[src/hw/rtl/apss_pkg.sv]
// Package for the ADC pair-average voltmeter with seven-segment scan.
// Holds the item and result structs, scan codes and the digit pattern table.
// Has no dependencies; every module of the block uses it.
`default_nettype none

package apss_pkg;

	// One input item.
	typedef struct packed {
		logic       action;
		logic [9:0] sample;
	} item_t;

	// One result item.
	typedef struct packed {
		logic [7:0] seg_lines;
		logic [6:0] anode_lines;
		logic [7:0] pwm_duty;
		logic       average_done;
	} result_t;

	// Values held by the averager and shown by the scan.
	typedef struct packed {
		logic [8:0] main_value;
		logic [8:0] second_value;
	} view_t;

	// Action codes.
	localparam logic ACT_SAMPLE = 1'b0;
	localparam logic ACT_TICK   = 1'b1;

	// Scan positions.
	typedef enum logic [2:0] {
		POS_MAIN_HUND = 3'd0,
		POS_MAIN_TENS = 3'd1,
		POS_MAIN_ONES = 3'd2,
		POS_SEC_HUND  = 3'd3,
		POS_SEC_TENS  = 3'd4,
		POS_BLANK     = 3'd5
	} scan_pos_t;

	localparam logic [7:0] SEG_DP    = 8'h80;
	localparam logic [7:0] SEG_BLANK = 8'hFF;

	// Fixed-point reciprocals: floor(x/10) for x up to 2046, and for the shown
	// value floor(v/10) and floor(v/100) for v up to 510.
	localparam logic [12:0] RECIP_TEN_SUM  = 13'd6554;  // 2^16 / 10, rounded up
	localparam logic [7:0]  RECIP_TEN_VAL  = 8'd205;    // 2^11 / 10, rounded up
	localparam logic [5:0]  RECIP_HUND_VAL = 6'd41;     // 2^12 / 100, rounded up

	// Active-high segment pattern a..g for one decimal digit.
	function automatic logic [7:0] digit_pattern(input logic [3:0] digit);
		logic [7:0] p;
		unique case (digit)
			4'd0: p = 8'h3F;
			4'd1: p = 8'h06;
			4'd2: p = 8'h5B;
			4'd3: p = 8'h4F;
			4'd4: p = 8'h66;
			4'd5: p = 8'h6D;
			4'd6: p = 8'h7D;
			4'd7: p = 8'h07;
			4'd8: p = 8'h7F;
			4'd9: p = 8'h6F;
			default: p = 8'h00;
		endcase
		return p;
	endfunction

endpackage

`default_nettype wire

[src/hw/rtl/apss_avg.sv]
// Pair averager: sums samples in pairs and forms the duty and shown values.
// Depends on apss_pkg for the item and view types.
`default_nettype none

module apss_avg (
	input  wire logic            clk,
	input  wire logic            arst_n,
	input  wire logic            en,
	input  wire apss_pkg::item_t item,
	output apss_pkg::view_t      view,
	output logic [7:0]           duty_next,
	output logic                 done_next
);

	logic [10:0] sample_sum_q;
	logic        pair_half_q;
	logic [7:0]  duty_value_q;
	logic [8:0]  main_value_q;
	logic [8:0]  second_value_q;

	logic [10:0] sum_add;
	logic [23:0] recip_prod;
	logic [7:0]  avg;
	logic [9:0]  avg_x5;
	logic [8:0]  shown;
	logic        is_sample;

	always_comb begin
		sum_add    = sample_sum_q + {1'b0, item.sample};
		recip_prod = 24'(sum_add) * 24'(apss_pkg::RECIP_TEN_SUM);
		avg        = recip_prod[23:16];
		avg_x5     = {avg, 2'b00} + {2'b00, avg};
		shown      = avg_x5[9:1];
		is_sample  = en && (item.action == apss_pkg::ACT_SAMPLE);
		done_next  = is_sample && pair_half_q;
		duty_next  = done_next ? avg : duty_value_q;
	end

	always_ff @(posedge clk or negedge arst_n) begin
		if (!arst_n) begin
			sample_sum_q   <= '0;
			pair_half_q    <= 1'b0;
			duty_value_q   <= '0;
			main_value_q   <= '0;
			second_value_q <= '0;
		end else if (is_sample) begin
			if (pair_half_q) begin
				duty_value_q   <= avg;
				main_value_q   <= shown;
				second_value_q <= shown;
				sample_sum_q   <= '0;
				pair_half_q    <= 1'b0;
			end else begin
				sample_sum_q <= sum_add;
				pair_half_q  <= 1'b1;
			end
		end
	end

	assign view.main_value   = main_value_q;
	assign view.second_value = second_value_q;

endmodule

`default_nettype wire

[src/hw/rtl/apss_scan.sv]
// Display scan: picks a digit for the current position and latches segments
// and anode. Depends on apss_pkg for the view type, scan codes and patterns.
`default_nettype none

module apss_scan (
	input  wire logic            clk,
	input  wire logic            arst_n,
	input  wire logic            en,
	input  wire apss_pkg::item_t item,
	input  wire apss_pkg::view_t view,
	output logic [7:0]           seg_next,
	output logic [6:0]           anode_next
);

	apss_pkg::scan_pos_t pos_q;
	apss_pkg::scan_pos_t pos_next;
	logic [7:0]          seg_drive_q;
	logic [6:0]          anode_drive_q;

	logic        is_tick;
	logic [8:0]  value;
	logic [16:0] prod_ten;
	logic [14:0] prod_hund;
	logic [5:0]  q_ten;
	logic [2:0]  q_hund;
	logic [8:0]  ones_wide;
	logic [5:0]  tens_wide;
	logic [3:0]  digit;
	logic        dp;
	logic [7:0]  seg;
	logic [6:0]  anode;

	always_comb begin
		is_tick = en && (item.action == apss_pkg::ACT_TICK);
		value   = (pos_q == apss_pkg::POS_MAIN_HUND || pos_q == apss_pkg::POS_MAIN_TENS ||
			pos_q == apss_pkg::POS_MAIN_ONES) ? view.main_value : view.second_value;

		prod_ten  = 17'(value) * 17'(apss_pkg::RECIP_TEN_VAL);
		prod_hund = 15'(value) * 15'(apss_pkg::RECIP_HUND_VAL);
		q_ten     = prod_ten[16:11];
		q_hund    = prod_hund[14:12];
		ones_wide = value - 9'(q_ten) * 9'd10;
		tens_wide = q_ten - 6'(q_hund * 3'd5 * 2);

		digit    = 4'd0;
		dp       = 1'b0;
		seg      = apss_pkg::SEG_BLANK;
		anode    = 7'd0;
		pos_next = apss_pkg::POS_MAIN_HUND;
		unique case (pos_q)
			apss_pkg::POS_MAIN_HUND, apss_pkg::POS_SEC_HUND: begin
				digit = {1'b0, q_hund};
				dp    = 1'b1;
			end
			apss_pkg::POS_MAIN_TENS, apss_pkg::POS_SEC_TENS: begin
				digit = tens_wide[3:0];
			end
			apss_pkg::POS_MAIN_ONES: begin
				digit = ones_wide[3:0];
			end
			default: begin
				digit = 4'd0;
			end
		endcase

		unique case (pos_q)
			apss_pkg::POS_MAIN_HUND, apss_pkg::POS_MAIN_TENS, apss_pkg::POS_MAIN_ONES,
			apss_pkg::POS_SEC_HUND, apss_pkg::POS_SEC_TENS: begin
				seg      = ~(apss_pkg::digit_pattern(digit) | (dp ? apss_pkg::SEG_DP : 8'h00));
				anode    = 7'(8'd2 << pos_q);
				pos_next = apss_pkg::scan_pos_t'(pos_q + 3'd1);
			end
			apss_pkg::POS_BLANK: begin
				seg      = apss_pkg::SEG_BLANK;
				anode    = 7'(8'd2 << pos_q);
				pos_next = apss_pkg::POS_MAIN_HUND;
			end
			default: begin
				seg      = apss_pkg::SEG_BLANK;
				anode    = 7'd0;
				pos_next = apss_pkg::POS_MAIN_HUND;
			end
		endcase

		seg_next   = is_tick ? seg : seg_drive_q;
		anode_next = is_tick ? anode : anode_drive_q;
	end

	always_ff @(posedge clk or negedge arst_n) begin
		if (!arst_n) begin
			pos_q         <= apss_pkg::POS_MAIN_HUND;
			seg_drive_q   <= '0;
			anode_drive_q <= '0;
		end else if (is_tick) begin
			pos_q         <= pos_next;
			seg_drive_q   <= seg;
			anode_drive_q <= anode;
		end
	end

endmodule

`default_nettype wire

[src/hw/rtl/adc_pair_average_seven_segment_scan.sv]
// Top level of the ADC pair-average voltmeter with six-position display scan.
// Depends on apss_pkg, apss_avg and apss_scan.
//
//   Channel   Direction  Handshake                  Payload
//   item      in         item_valid / item_stall    apss_pkg::item_t (action, sample)
//   result    out        result_valid / result_stall apss_pkg::result_t
//
// Every accepted item yields exactly one result, after passing through the input
// register and then the result register. A new item can be accepted in every
// cycle while the result channel is not stalled; the single averaging multiply
// and the digit extraction multiplies sit between the two registers.
// Reset clears the pair sum, shown values, duty, scan position and the latched
// segment and anode drive to zero, and empties both pipeline registers.
// A stalled result holds the result register and, through it, the input
// register; item_stall rises only when the input register holds a transfer
// that cannot move on.
`default_nettype none

module adc_pair_average_seven_segment_scan (
	input  wire logic              clk,
	input  wire logic              arst_n,
	input  wire logic              item_valid,
	output logic                   item_stall,
	input  wire apss_pkg::item_t   item,
	output logic                   result_valid,
	input  wire logic              result_stall,
	output apss_pkg::result_t      result
);

	// Input register stage.
	logic              valid_s1;
	apss_pkg::item_t   item_s1;

	// Result register stage.
	logic              valid_s2;
	apss_pkg::result_t result_s2;

	logic              s2_free;
	logic              advance;
	logic              accept;

	apss_pkg::view_t   view;
	logic [7:0]        duty_next;
	logic              done_next;
	logic [7:0]        seg_next;
	logic [6:0]        anode_next;

	// The result register can take a new transfer when it is empty or its
	// content is being taken in this cycle.
	assign s2_free    = !valid_s2 || !result_stall;
	assign advance    = valid_s1 && s2_free;
	assign item_stall = valid_s1 && !s2_free;
	assign accept     = item_valid && !item_stall;

	always_ff @(posedge clk or negedge arst_n) begin
		if (!arst_n) begin
			valid_s1 <= 1'b0;
		end else if (accept) begin
			valid_s1 <= 1'b1;
		end else if (advance) begin
			valid_s1 <= 1'b0;
		end
	end

	always_ff @(posedge clk) begin
		if (accept) begin
			item_s1 <= item;
		end
	end

	// The averager and the scan both update their state as the item in the
	// input register moves into the result register, and report the values
	// that hold after that update.
	apss_avg u_avg (
		.clk       (clk),
		.arst_n    (arst_n),
		.en        (advance),
		.item      (item_s1),
		.view      (view),
		.duty_next (duty_next),
		.done_next (done_next)
	);

	apss_scan u_scan (
		.clk        (clk),
		.arst_n     (arst_n),
		.en         (advance),
		.item       (item_s1),
		.view       (view),
		.seg_next   (seg_next),
		.anode_next (anode_next)
	);

	always_ff @(posedge clk or negedge arst_n) begin
		if (!arst_n) begin
			valid_s2 <= 1'b0;
		end else if (advance) begin
			valid_s2 <= 1'b1;
		end else if (!result_stall) begin
			valid_s2 <= 1'b0;
		end
	end

	always_ff @(posedge clk) begin
		if (advance) begin
			result_s2.seg_lines    <= seg_next;
			result_s2.anode_lines  <= anode_next;
			result_s2.pwm_duty     <= duty_next;
			result_s2.average_done <= done_next;
		end
	end

	assign result_valid = valid_s2;
	assign result       = result_s2;

	// The pair average can never exceed 204.
	a_duty_range: assert property (@(posedge clk) disable iff (!arst_n)
		result_valid |-> (result.pwm_duty <= 8'd204))
		else $error("pwm duty beyond the largest pair average");

	// At most one anode is driven.
	a_anode_onehot: assert property (@(posedge clk) disable iff (!arst_n)
		result_valid |-> $onehot0(result.anode_lines))
		else $error("more than one anode driven");

	// A scan tick never reports a completed pair.
	a_tick_not_done: assert property (@(posedge clk) disable iff (!arst_n)
		(advance && (item_s1.action == apss_pkg::ACT_TICK)) |=> !result.average_done)
		else $error("scan tick flagged as a completed pair");

	// The input register is only held back when it holds a transfer.
	a_stall_needs_item: assert property (@(posedge clk) disable iff (!arst_n)
		item_stall |-> (valid_s1 && valid_s2 && result_stall))
		else $error("input stalled without a blocked transfer");

endmodule

`default_nettype wire

[config.mk]
export PLATFORM = sky130hd
export DESIGN_NAME = adc_pair_average_seven_segment_scan
export DESIGN_NICKNAME = d
export VERILOG_FILES = /design/src/hw/rtl/apss_pkg.sv /design/src/hw/rtl/apss_avg.sv /design/src/hw/rtl/apss_scan.sv /design/src/hw/rtl/adc_pair_average_seven_segment_scan.sv
export SDC_FILE = /design/constraint.sdc
export NUM_CORES = 1
export LEC_CHECK = 0
export BUFFER_PORTS_ARGS = -buffer_cell sky130_fd_sc_hd__buf_2
export CAP_MARGIN = 15
export CORE_ASPECT_RATIO = 1.2
export CORE_MARGIN = 10
export CORE_UTILIZATION = 62
export DETAILED_ROUTE_END_ITERATION = 8
export PLACE_DENSITY = 0.81
export SLEW_MARGIN = 20
export SYNTH_ARGS = -nofsm -noshare
export SYNTH_HDL_FRONTEND = slang
export SYNTH_SLANG_ARGS = --single-unit
[constraint.sdc]
create_clock -name clk -period 8 [get_ports clk]
set_input_delay 0.4 -clock clk [delete_from_list [all_inputs] [get_ports clk]]
set_output_delay 0.4 -clock clk [all_outputs]
set_load 0.05 [all_outputs]
# [Yosys cells after proc, flatten, opt, wreduce, memory -nomap -nowiden]
# Memory sizes are Yosys's and may differ from the RTL's.
# Index checks and enable logic that the tools add are counted.
[word_totals] inputBits=15 wordCells=70 mem_count=1 out_inout_bits=26 mem_bits_ro=112 register_bits=84
[op_classes] mux=16 n_eq_ne=6 n_bitwise=3 shift=1 reduce_logical=18 n_mul=5 n_addsub=5
[memory_table] name="(name not given)" depth=16 word_bits=7 read_ports=1 rd_ports_with_merged_regs=0 wr=0 line_no="apss_pkg.sv:54" source="unique case (digit)"
[ops] cell="2-to-1 mux 8 bit" count=5
[ops] cell="multiplier 11 x 12 -> 23 bit, second input constant" count=1
[ops] cell="multiplier 9 x 8 -> 17 bit, second input constant" count=1
[ops] cell="multiplier 9 x 6 -> 15 bit, second input constant" count=1
[ops] cell="2-to-1 mux 7 bit" count=2
[ops] cell="one-hot mux 4 bit (3 select lines)" count=1
[ops] cell="adder 11 x 10 -> 11 bit" count=1
[ops] cell="2-to-1 mux 11 bit" count=1
[ops] cell="adder 10 x 8 -> 10 bit" count=1
[ops] cell="inverter 8 bit" count=1
[ops] cell="OR 8 bit" count=1
[ops] cell="subtractor 4 bit" count=2
[ops] cell="left shift 2 x 3 -> 7 bit, first input constant" count=1
[ops] cell="== test 3 x 2 -> 1 bit, second input constant" count=2
[ops] cell="== test 3 bit, second input constant" count=2
[ops] cell="logical AND 1 bit" count=6
[ops] cell="multiplier 6 x 3 -> 3 bit, second input constant" count=1
[ops] cell="2-to-1 mux 1 bit" count=6
[ops] cell="OR reduction 6 bit" count=1
[ops] cell="OR reduction 5 bit" count=1
[ops] cell="zero test 1 bit" count=4
[ops] cell="OR reduction 2 bit" count=2
[ops] cell="adder 3 x 1 -> 3 bit, second input constant" count=1
[ops] cell="== test 3 x 1 -> 1 bit, second input constant" count=1
[ops] cell="8 further kinds" count=8

# [Longest topological paths before layout]
# Gate-level depths: netlist of the first run.
# An unclocked memory read counts as a cell.
[logic_depth] word_depth=10 mapped_depth=32

# [Cells and area by module]
# Synthesis of the first run repeated with hierarchy kept, for this count alone.
[hier_totals] hier_cells=792 area_unflattened_um2=8124.0
[by_module_without_submodules] module="apss_avg" n_inst=1 cells_per_inst=405 area_each_um2=3863.7
[by_module_without_submodules] module="apss_scan" n_inst=1 cells_per_inst=344 area_each_um2=3116.7
[by_module_without_submodules] module="adc_pair_average_seven_segment_scan" n_inst=1 cells_per_inst=43 area_each_um2=1143.6

# [Least setup slack after synthesis of the first run]
# OpenSTA, ideal clock, no wires.
[synth_timing] path_kind="register -> register" from="reg item_s1[0] in the netlist's numbering" to="reg u_avg.main_value_q[6]" path_slack_ns=0.722 period_less_slack_ns=7.278 t_arrival_ns=7.147 n_path_buf=0 required_time_ns=7.869 setup_time_ns=0.131 path_stages_with_launch=29 cell_sequence="edfxtp_1 -> ha_1 -> fa_1 -> a211o_1 -> o211ai_1 -> a21oi_2 -> or4b_4 -> nand3_4 -> xor2_1 -> fa_1 -> inv_1 -> fa_1 -> fa_1 -> fa_1 -> inv_1 -> ha_1 -> nand2_1 -> o21ai_0 -> a31oi_1 -> nand2_1 -> a21oi_1 -> nor2b_1 -> o31ai_1 -> inv_1 -> ha_1 -> a21o_1 -> maj3_1 -> xor3_1 -> o21ai_1"
[synth_via] elab_chain_len=3
[synth_lines] element="start: declaration" line_no="adc_pair_average_seven_segment_scan.sv:32" source="apss_pkg::item_t item_s1;"
[synth_lines] element="start signal: assignment" line_no="adc_pair_average_seven_segment_scan.sv:67" source="item_s1 <= item;"
[synth_lines] element="adder 11 x 10 -> 11 bit" line_no="apss_avg.sv:29" source="sum_add = sample_sum_q + {1'b0, item.sample};"
[synth_lines] element="multiplier 11 x 12 -> 23 bit" line_no="apss_avg.sv:30" source="recip_prod = 24'(sum_add) * 24'(apss_pkg::RECIP_TEN_SUM);"
[synth_lines] element="named net u_avg.recip_prod[21]" line_no="apss_avg.sv:22" source="logic [23:0] recip_prod;"
[synth_lines] element="adder 10 x 8 -> 10 bit" line_no="apss_avg.sv:32" source="avg_x5 = {avg, 2'b00} + {2'b00, avg};"
[synth_lines] element="end signal: assignment" line_no="apss_avg.sv:49" source="main_value_q <= shown;"
[synth_lines] element="end: declaration" line_no="apss_avg.sv:18" source="logic [8:0] main_value_q;"
# The timed path passes the listed nets, and every way through them passes these cells.
# A chain may end at the register's enable or synchronous reset.

# [Final worst setup path of the first run]
[layout_timing] from="reg item_s1[0] in the netlist's numbering" to="reg u_avg.main_value_q[7]"
# Same word-level chain as after synthesis.

==> run summary, run 1 <==
DR WL met2: 8570 um
Worst Path Required: 8200 ps
flops & latches, synth: 83
DRC violations left: 0
GRT Util Overall: 0.192
kind of cell adding the most delay to the critical path: adder cells
Port-buffer cells: 40
initial antenna violation count: 0
most frequent cells in the layout: 157 x ha_1, 133 x inv_1, 51 x fa_1
hold slack: 168 ps
Worst-Skew Late Latency: 340 ps
fin crit share: 0.956
Cell Area, Synth: 7710 sq um
slowest CP cell: fa_1
Syn-to-layout area delta: 9.81%
crit path launch type: flop
Slew headroom: 0.257
met3 wire len: 522 um
TritonCTS clock tree: built
status: completed
worst setup path endpoint: u_avg.main_value_q[7]
Crit Path Max Fanout: 5
number of max-cap violations: 0
r2r startpoint: item_s1[0]
Hold Fails Final Rpt: 0
r2r worst-path depth: 29
ANT nets after route: 0
R2R setup slack: 360 ps
Final Util: 0.699
IO Pins: 41
cell taking the most area after synthesis: ha_1
arrival time worst endpoint: 7840 ps
fraction of layout cells with a size suffix above 1: 0.104
final wirelength: 15800 um
Buf/Inv on CP: 2
DR iter-0 viols: 290
Die Ht: 142 um
Filler cells: 847
Hold Crit Class: in2async
Die W: 122 um
diode count: 0
setup TNS: 0 ps
synthesis warning total: 0
Max Fclk: 0.131 GHz
DP HPWL: 12900 um
H-tree depth: 3
floorplan row count: 44
Synth Flop Type: dfrtp_1
Max Buffers Root-to-Sink: 2
Worst Skew: 8.33 ps
vias per inst: 5.64
Worst path max stage delay: 550 ps
clk slew on worst S/H paths: 70 ps
Seq/Total Area, Yosys: 0.292
fin crit period: 7640 ps
die area: 17300 sq um
met1 wire length: 6510 um
FFs w/ async S/R, synth: 0.578
DRT Pass-1 Iters: 4
GRT overflow: 0
RSZ-0062 raised after global routing: false
Synth cell types: 70
vias in the first global route: 5820
Root Driver: clkbuf_16
Initial Utilization: 0.636
mean post-synth cell area: 10.5 sq um
crit-path most repeated cell: fa_1
synthesized instance count: 734
Crit Path Category: reg2reg
final setup violation count: 0
drt wl/cell: 16.7 um
worst setup path start: item_s1[0]
most common cell after layout, fill and taps aside: ha_1
largest net degree at the start of global routing: 49
Slew @ Worst Pin: 1110 ps
R2R Path End: u_avg.main_value_q[7]
TritonCTS Buffers: 9
uppermost layer routed: met4
routability cong.: 0.901
Yosys top cell area share: 0.255
core area: 12100 sq um
Synth Net Count: 957
Final nets: 1006
EDFF count, synth: 35
clk sinks: 83
CTS-repair resized insts: 0
CTS Hold Buffers Added: 0
first-pass GRT wire length: 27100 um
final-report max-slew violation count: 0
Vias: 5354
Worst Setup End Kind: flop
Crit path depth: 29
top post-synthesis cells by area: ha_1 25%, dfrtp_1 16%, edfxtp_1 14%
setup bufs post-CTS: 0
[metrics by stage]
step / cell area, sq um / worst slack [ps] / instances
finish: 8460 / 355 / 949
global route: 8460 / 2.01 / 949
CTS: 8420 / 243 / 949
detailed placement: 8120 / 292 / 933
global placement: 8120 / 493 / 933
floorplan: 7710 / 722 / 734
[worst register-to-register path: cells and delay by family (launching register included)]
kind	cells	cell delay [ps]
buffers and inverters	2	110
XOR/XNOR	2	280
adder cells (fa/ha/maj)	9	3790
AO/OA/AOI/OAI	11	1990
flip-flops	1	370
AND/OR/NAND/NOR	5	980
[final cells by class]
class / count / area, sq um / share of cell area
clock inverters: 7 / 68.8 / 0.00813
well taps: 161 / 201 / 0.0238
repair buffers: 46 / 245 / 0.0290
inverters: 134 / 503 / 0.0594
clock buffers: 9 / 225 / 0.0266
multi-input cells: 509 / 4970 / 0.587
flip-flops and latches: 83 / 2250 / 0.266
[cells in the mapped netlist (all sizes together), types with 3 or more instances]
library cell	n
a21oi	29
a211oi	4
o21bai	3
o21ai	30
and2	5
and3	4
edfxtp	35
or2	3
nand4	3
nor2	25
o31ai	6
a221oi	3
dfrtp	48
nand2	49
o211ai	4
nand2b	10
nand3	12
a22o	9
a21o	10
nor4	4
xor2	10
fa	51
or4	3
xnor2	27
nor2b	8
nor3	4
ha	157
clkbuf	8
inv	133
[cell families after synthesis]
kind of cell	after synthesis	synth area share
simple gates	135	0.0882
xor+xnor	40	0.0521
fa+ha+maj	209	0.389
mux	3	0.00422
compound gates	122	0.105
buf+inv	142	0.0692
flops	83	0.292
[registers in the layout, summed over array words and instances (netlist names)]
signal	count
u_scan.anode_drive_q	7
u_avg.pair_half_q	1
u_scan.pos_q	3
u_scan.seg_drive_q	8
result_valid	1
u_avg.duty_value_q	7
item_s1	11
valid_s1	1
result	24
u_avg.main_value_q	9
u_avg.sample_sum_q	11
[worst min path at each step]
| stage | cells after the start | to | start | slack, ps |
|---|---|---|---|---|
| 6_report | 2 | u_avg.duty_value_q[5] | arst_n | 170 |
| 4_1_cts | 2 | u_avg.duty_value_q[5] | arst_n | 210 |
| 2_1_floorplan | 0 | result_valid | arst_n | 100 |
| 3_3_place_gp | 2 | u_avg.duty_value_q[7] | u_avg.duty_value_q[7] | 460 |
| 3_5_place_dp | 2 | u_avg.duty_value_q[0] | u_avg.duty_value_q[0] | 460 |
| 5_1_grt | 1 | item_s1[2] | item[2] | 230 |
[per-layer routing]
layer | GRT usage | vias up
met5 | 0 | -
met4 | 0.0597 | 0
met3 | 0.0238 | 20
met2 | 0.358 | 90
met1 | 0.220 | 2633
li1 | - | 2611
Power of run 1 is left out: the tool's default activity adds up to more than one toggle a clock period on the data nets, which glitch-free logic cannot reach.
==> inputs of run 2 (changes only) <==
--- a/config.mk
+++ b/config.mk
@@ -15,4 +15,5 @@
 export SLEW_MARGIN = 20
 export SYNTH_ARGS = -nofsm -noshare
 export SYNTH_HDL_FRONTEND = slang
+export SYNTH_HIERARCHICAL = 1
 export SYNTH_SLANG_ARGS = --single-unit
==> run summary, run 2 <==
Port-buffer cells: 40
synthesis warning total: 6
status: completed
EDFF count, synth: 35
flops & latches, synth: 83
Post-synth top cells: 154 x ha_1, 132 x inv_1, 60 x nand2_1
Non-Filler Instances: 1009
Filler cells: 932
Worst Path Required: 8260 ps
clk sinks: 83
initial antenna violation count: 0
Worst-Skew Late Latency: 340 ps
mean post-synth cell area: 10.3 sq um
top post-synthesis cells by area: ha_1 24%, dfrtp_1 15%, edfxtp_1 13%
Max Fclk: 0.129 GHz
Max Buffers Root-to-Sink: 2
vias in the first global route: 6289
crit-path most repeated cell: ha_1
fin crit period: 7760 ps
final wirelength: 17700 um
Synth Net Count: 1011
floorplan row count: 45
diode count: 0
Crit Path Category: reg2reg
Initial Utilization: 0.638
Synth Flop Type: dfrtp_1
die area: 18100 sq um
arrival time worst endpoint: 8020 ps
Hold Crit Class: in2async
crit path launch type: flop
clk slew on worst S/H paths: 70 ps
final setup violation count: 0
drt wl/cell: 17.5 um
Final nets: 1059
Worst path max stage delay: 550 ps
Seq/Total Area, Yosys: 0.277
fraction of layout cells with a size suffix above 1: 0.149
Slew headroom: 0.484
TritonCTS clock tree: built
number of max-cap violations: 0
setup TNS: 0 ps
Worst Setup End Kind: flop
Cell Area, Synth: 8120 sq um
most common cell after layout, fill and taps aside: ha_1
max reg flops: 24
H-tree depth: 3
r2r startpoint: item_s1[1]
core area: 12700 sq um
DRT Pass-1 Iters: 6
count leader, synth: ha_1
Root Driver: clkbuf_16
Top reg by flops: result
ANT nets after route: 0
cell taking the most area after synthesis: ha_1
first-pass GRT wire length: 29300 um
final-report max-slew violation count: 0
FFs w/ async S/R, synth: 0.578
CTS Hold Buffers Added: 0
routability cong.: 0.935
Final Util: 0.709
Yosys top cell area share: 0.237
GRT Util Overall: 0.191
Vias: 5861
fin crit share: 0.970
Synth cell types: 70
Worst Skew: 18.6 ps
Die W: 124 um
vias per inst: 5.81
Slew @ Worst Pin: 774 ps
largest registers: result x24, item_s1 x11, u_avg/sample_sum_q x11
Die Ht: 145 um
TritonCTS Buffers: 9
largest net degree at the start of global routing: 49
DR iter-0 viols: 390
Syn-to-layout area delta: 11.0%
Cells after DPL: 987
slowest CP cell: fa_1
pre-CTS setup slack: -124 ps
Crit Path Max Fanout: 5
worst setup path start: item_s1[1]
DP HPWL: 14100 um
Hold Fails Final Rpt: 0
synthesized instance count: 792
GRT overflow: 0
IO Pins: 41
slack of the critical path: 237 ps
most frequent cells in the layout: 149 x ha_1, 131 x inv_1, 60 x nand2_1
DRC violations left: 0
-- run 2: metal layers --
| metal | up-vias | GRT usage | routed length, um |
|---|---|---|---|
| li1 | 2806 | - | - |
| met1 | 2855 | 0.206 | 6800 |
| met2 | 156 | 0.366 | 9870 |
| met5 | - | 0 | 0 |
| met3 | 44 | 0.0197 | 502 |
| met4 | 0 | 0.0741 | 498 |
-- run 2: cell families (layout without fill, tap and decap cells) --
logic type	count (synthesis)	in the layout	synth area share
adder cells (fa/ha/maj)	204	204	0.360
buffers and inverters	154	207	0.0759
AND/OR/NAND/NOR	153	153	0.0936
AO/OA/AOI/OAI	139	139	0.121
flip-flops	83	83	0.277
XOR/XNOR	44	44	0.0517
multiplexers	15	15	0.0203
-- run 2: repair_timing --
action,CTS,global route
gates resized for setup,4,31
setup buffers,0,6
pin swaps,0,16
endpoints found under the setup margin,2,17
-- run 2: critical path: cells and delay by family (launching register included) --
kind	cells	cell delay [ps]
xor gates and xnor gates	5	990
adders and majority gates	7	2660
and+or+nand+nor	3	700
buffers and inverters	2	270
AOI/OAI and AO/OA	15	2590
DFF	1	450
-- run 2: final timing paths --
kind	cells after the start	to	slack, ps
setup / recovery	32	u_avg/main_value_q[8]	240
hold / removal	2	u_avg/duty_value_q[0]	160
setup reg to reg	32	u_avg/main_value_q[8]	240
hold reg to reg	2	u_avg/duty_value_q[3]	470
max in group asynchronous	2	result_valid	7380
min in group clk	1	item_s1[2]	230
-- run 2: stage by stage --
stage                     instance area (sq um)  hold WS (ps)
after global placement                     8500           448
after CTS                                  8830           181
after floorplan                            8120           104
after detailed placement                   8500           462
final                                      9020           162
after global routing                       9020           217
-- run 2: cell type report --
class	count	area, sq um	area share
Timing Repair Buffer	57	328	0.0363
Tap cell	164	205	0.0227
Clock buffer	10	239	0.0265
Sequential cell	83	2250	0.250
Multi-Input combinational cell	555	5420	0.601
Inverter	134	503	0.0558
Clock inverter	6	72.6	0.00804
Power of run 2 is left out for the same reason.
==> inputs of run 3 (changes only) <==
--- a/config.mk
+++ b/config.mk
@@ -11,7 +11,7 @@
 export CORE_MARGIN = 10
 export CORE_UTILIZATION = 62
 export DETAILED_ROUTE_END_ITERATION = 8
-export PLACE_DENSITY = 0.81
+export PLACE_DENSITY = 0.79
 export SLEW_MARGIN = 20
 export SYNTH_ARGS = -nofsm -noshare
 export SYNTH_HDL_FRONTEND = slang
==> run summary, run 3 (synthesized netlist as in run 2, its figures left out) <==
Hold Fails Final Rpt: 0
number of max-cap violations: 0
fin crit share: 0.958
IO Pins: 41
Slew @ Worst Pin: 961 ps
ANT nets after route: 0
Worst Skew: 11.5 ps
Crit Path Max Fanout: 4
Final Util: 0.713
DRC violations left: 0
Root Driver: clkbuf_16
largest registers: result x24, item_s1 x11, u_avg/sample_sum_q x11
clk sinks: 83
Port-buffer cells: 40
slowest CP cell: fa_1
Final nets: 1061
Slew headroom: 0.358
Die W: 124 um
final wirelength: 17700 um
core area: 12700 sq um
diode count: 0
TritonCTS Buffers: 9
Worst path max stage delay: 610 ps
drt wl/cell: 17.5 um
Crit Path Category: reg2reg
crit path launch type: flop
DR iter-0 viols: 376
Max Fclk: 0.130 GHz
Hold Crit Class: in2async
Worst-Skew Late Latency: 340 ps
final setup violation count: 0
Worst Setup End Kind: flop
initial antenna violation count: 0
Top reg by flops: result
Die Ht: 145 um
vias per inst: 5.76
die area: 18100 sq um
first-pass GRT wire length: 29400 um
status: completed
DRT Pass-1 Iters: 4
Syn-to-layout area delta: 11.7%
DP HPWL: 14200 um
most common cell after layout, fill and taps aside: ha_1
TritonCTS clock tree: built
largest net degree at the start of global routing: 49
fraction of layout cells with a size suffix above 1: 0.152
Max Buffers Root-to-Sink: 2
Initial Utilization: 0.638
routability cong.: 0.901
most frequent cells in the layout: 150 x ha_1, 131 x inv_1, 59 x nand2_1
Filler cells: 931
GRT overflow: 0
H-tree depth: 3
Vias: 5820
crit-path most repeated cell: fa_1
max reg flops: 24
vias in the first global route: 6254
GRT Util Overall: 0.191
clk slew on worst S/H paths: 70 ps
Worst Path Required: 8250 ps
RSZ-0062 raised after global routing: true
floorplan row count: 45
arrival time worst endpoint: 7910 ps
final-report max-slew violation count: 0
fin crit period: 7660 ps
==> run 3: cell types whose count changed in the layout (fill, tap and decap cells not counted), sizes merged <==
cell / before / now
clkinvlp: 1 / 0
inv: 134 / 137
buf: 57 / 59
bufinv: 1 / 2
clkinv: 4 / 2
clkbuf: 10 / 9
==> run 3: timing repair <==
action / 4_1_cts / 5_1_grt
buffers inserted: 0 / 9
pin swaps: 0 / 19
endpoints found under the setup margin: 1 / 17
gates resized for setup: 4 / 31
endpoints found under the hold margin: 0 / 0
cloned: 0 / 0
hold buffers: 0 / 0
==> run 3: worst max-delay path: cells and delay by family (launching register included) <==
kind / cells / cell delay [ps]
xor+xnor: 2 / 400
buf+inv: 5 / 470
fa+ha+maj: 9 / 3680
compound gates: 11 / 1960
flops: 1 / 380
simple gates: 5 / 670
==> run 3: through the flow <==
step / instance area, sq um / hold slack (ps) / setup TNS, ps / worst slack [ps] / cells
after floorplan: 8120 / 104 / 0 / 626 / 792
after global placement: 8500 / 447 / 0 / 193 / 986
after detailed placement: 8500 / 453 / -151 / -151 / 986
after CTS: 8850 / 174 / 0 / 19.2 / 1002
after global routing: 9070 / 212 / -155 / -155 / 1011
final: 9070 / 143 / 0 / 336 / 1011
==> run 3: path summary, 6_finish.rpt <==
check | startpoint | end | slack (ps) | cells after the start
max in group asynchronous | arst_n | u_avg/main_value_q[3] | 7400 | 2
min | arst_n | u_avg/duty_value_q[5] | 140 | 2
max reg2reg | item_s1[0] | u_avg/main_value_q[7] | 340 | 32
min in group clk | item[3] | item_s1[3] | 230 | 1
max | item_s1[0] | u_avg/main_value_q[7] | 340 | 32
min reg2reg | u_scan/anode_drive_q[6] | u_scan/anode_drive_q[6] | 470 | 2
==> run 3: layout make-up <==
| class | count | area, sq um | area share |
|---|---|---|---|
| repair buffers | 59 | 343 | 0.0378 |
| well taps | 164 | 205 | 0.0226 |
| multi-input cells | 555 | 5440 | 0.599 |
| flip-flops and latches | 83 | 2250 | 0.248 |
| inverters | 134 | 503 | 0.0554 |
| clock buffers | 9 | 225 | 0.0248 |
| clock inverters | 7 | 106 | 0.0117 |
==> run 3: metal layers <==
layer,share of wire,vias up,track usage
met3,0.016,30,0.0207
met2,0.57,84,0.369
met1,0.39,2888,0.202
li1,-,2818,-
met4,0.027,0,0.0764
met5,0,-,0
Power of run 3 is left out for the same reason.
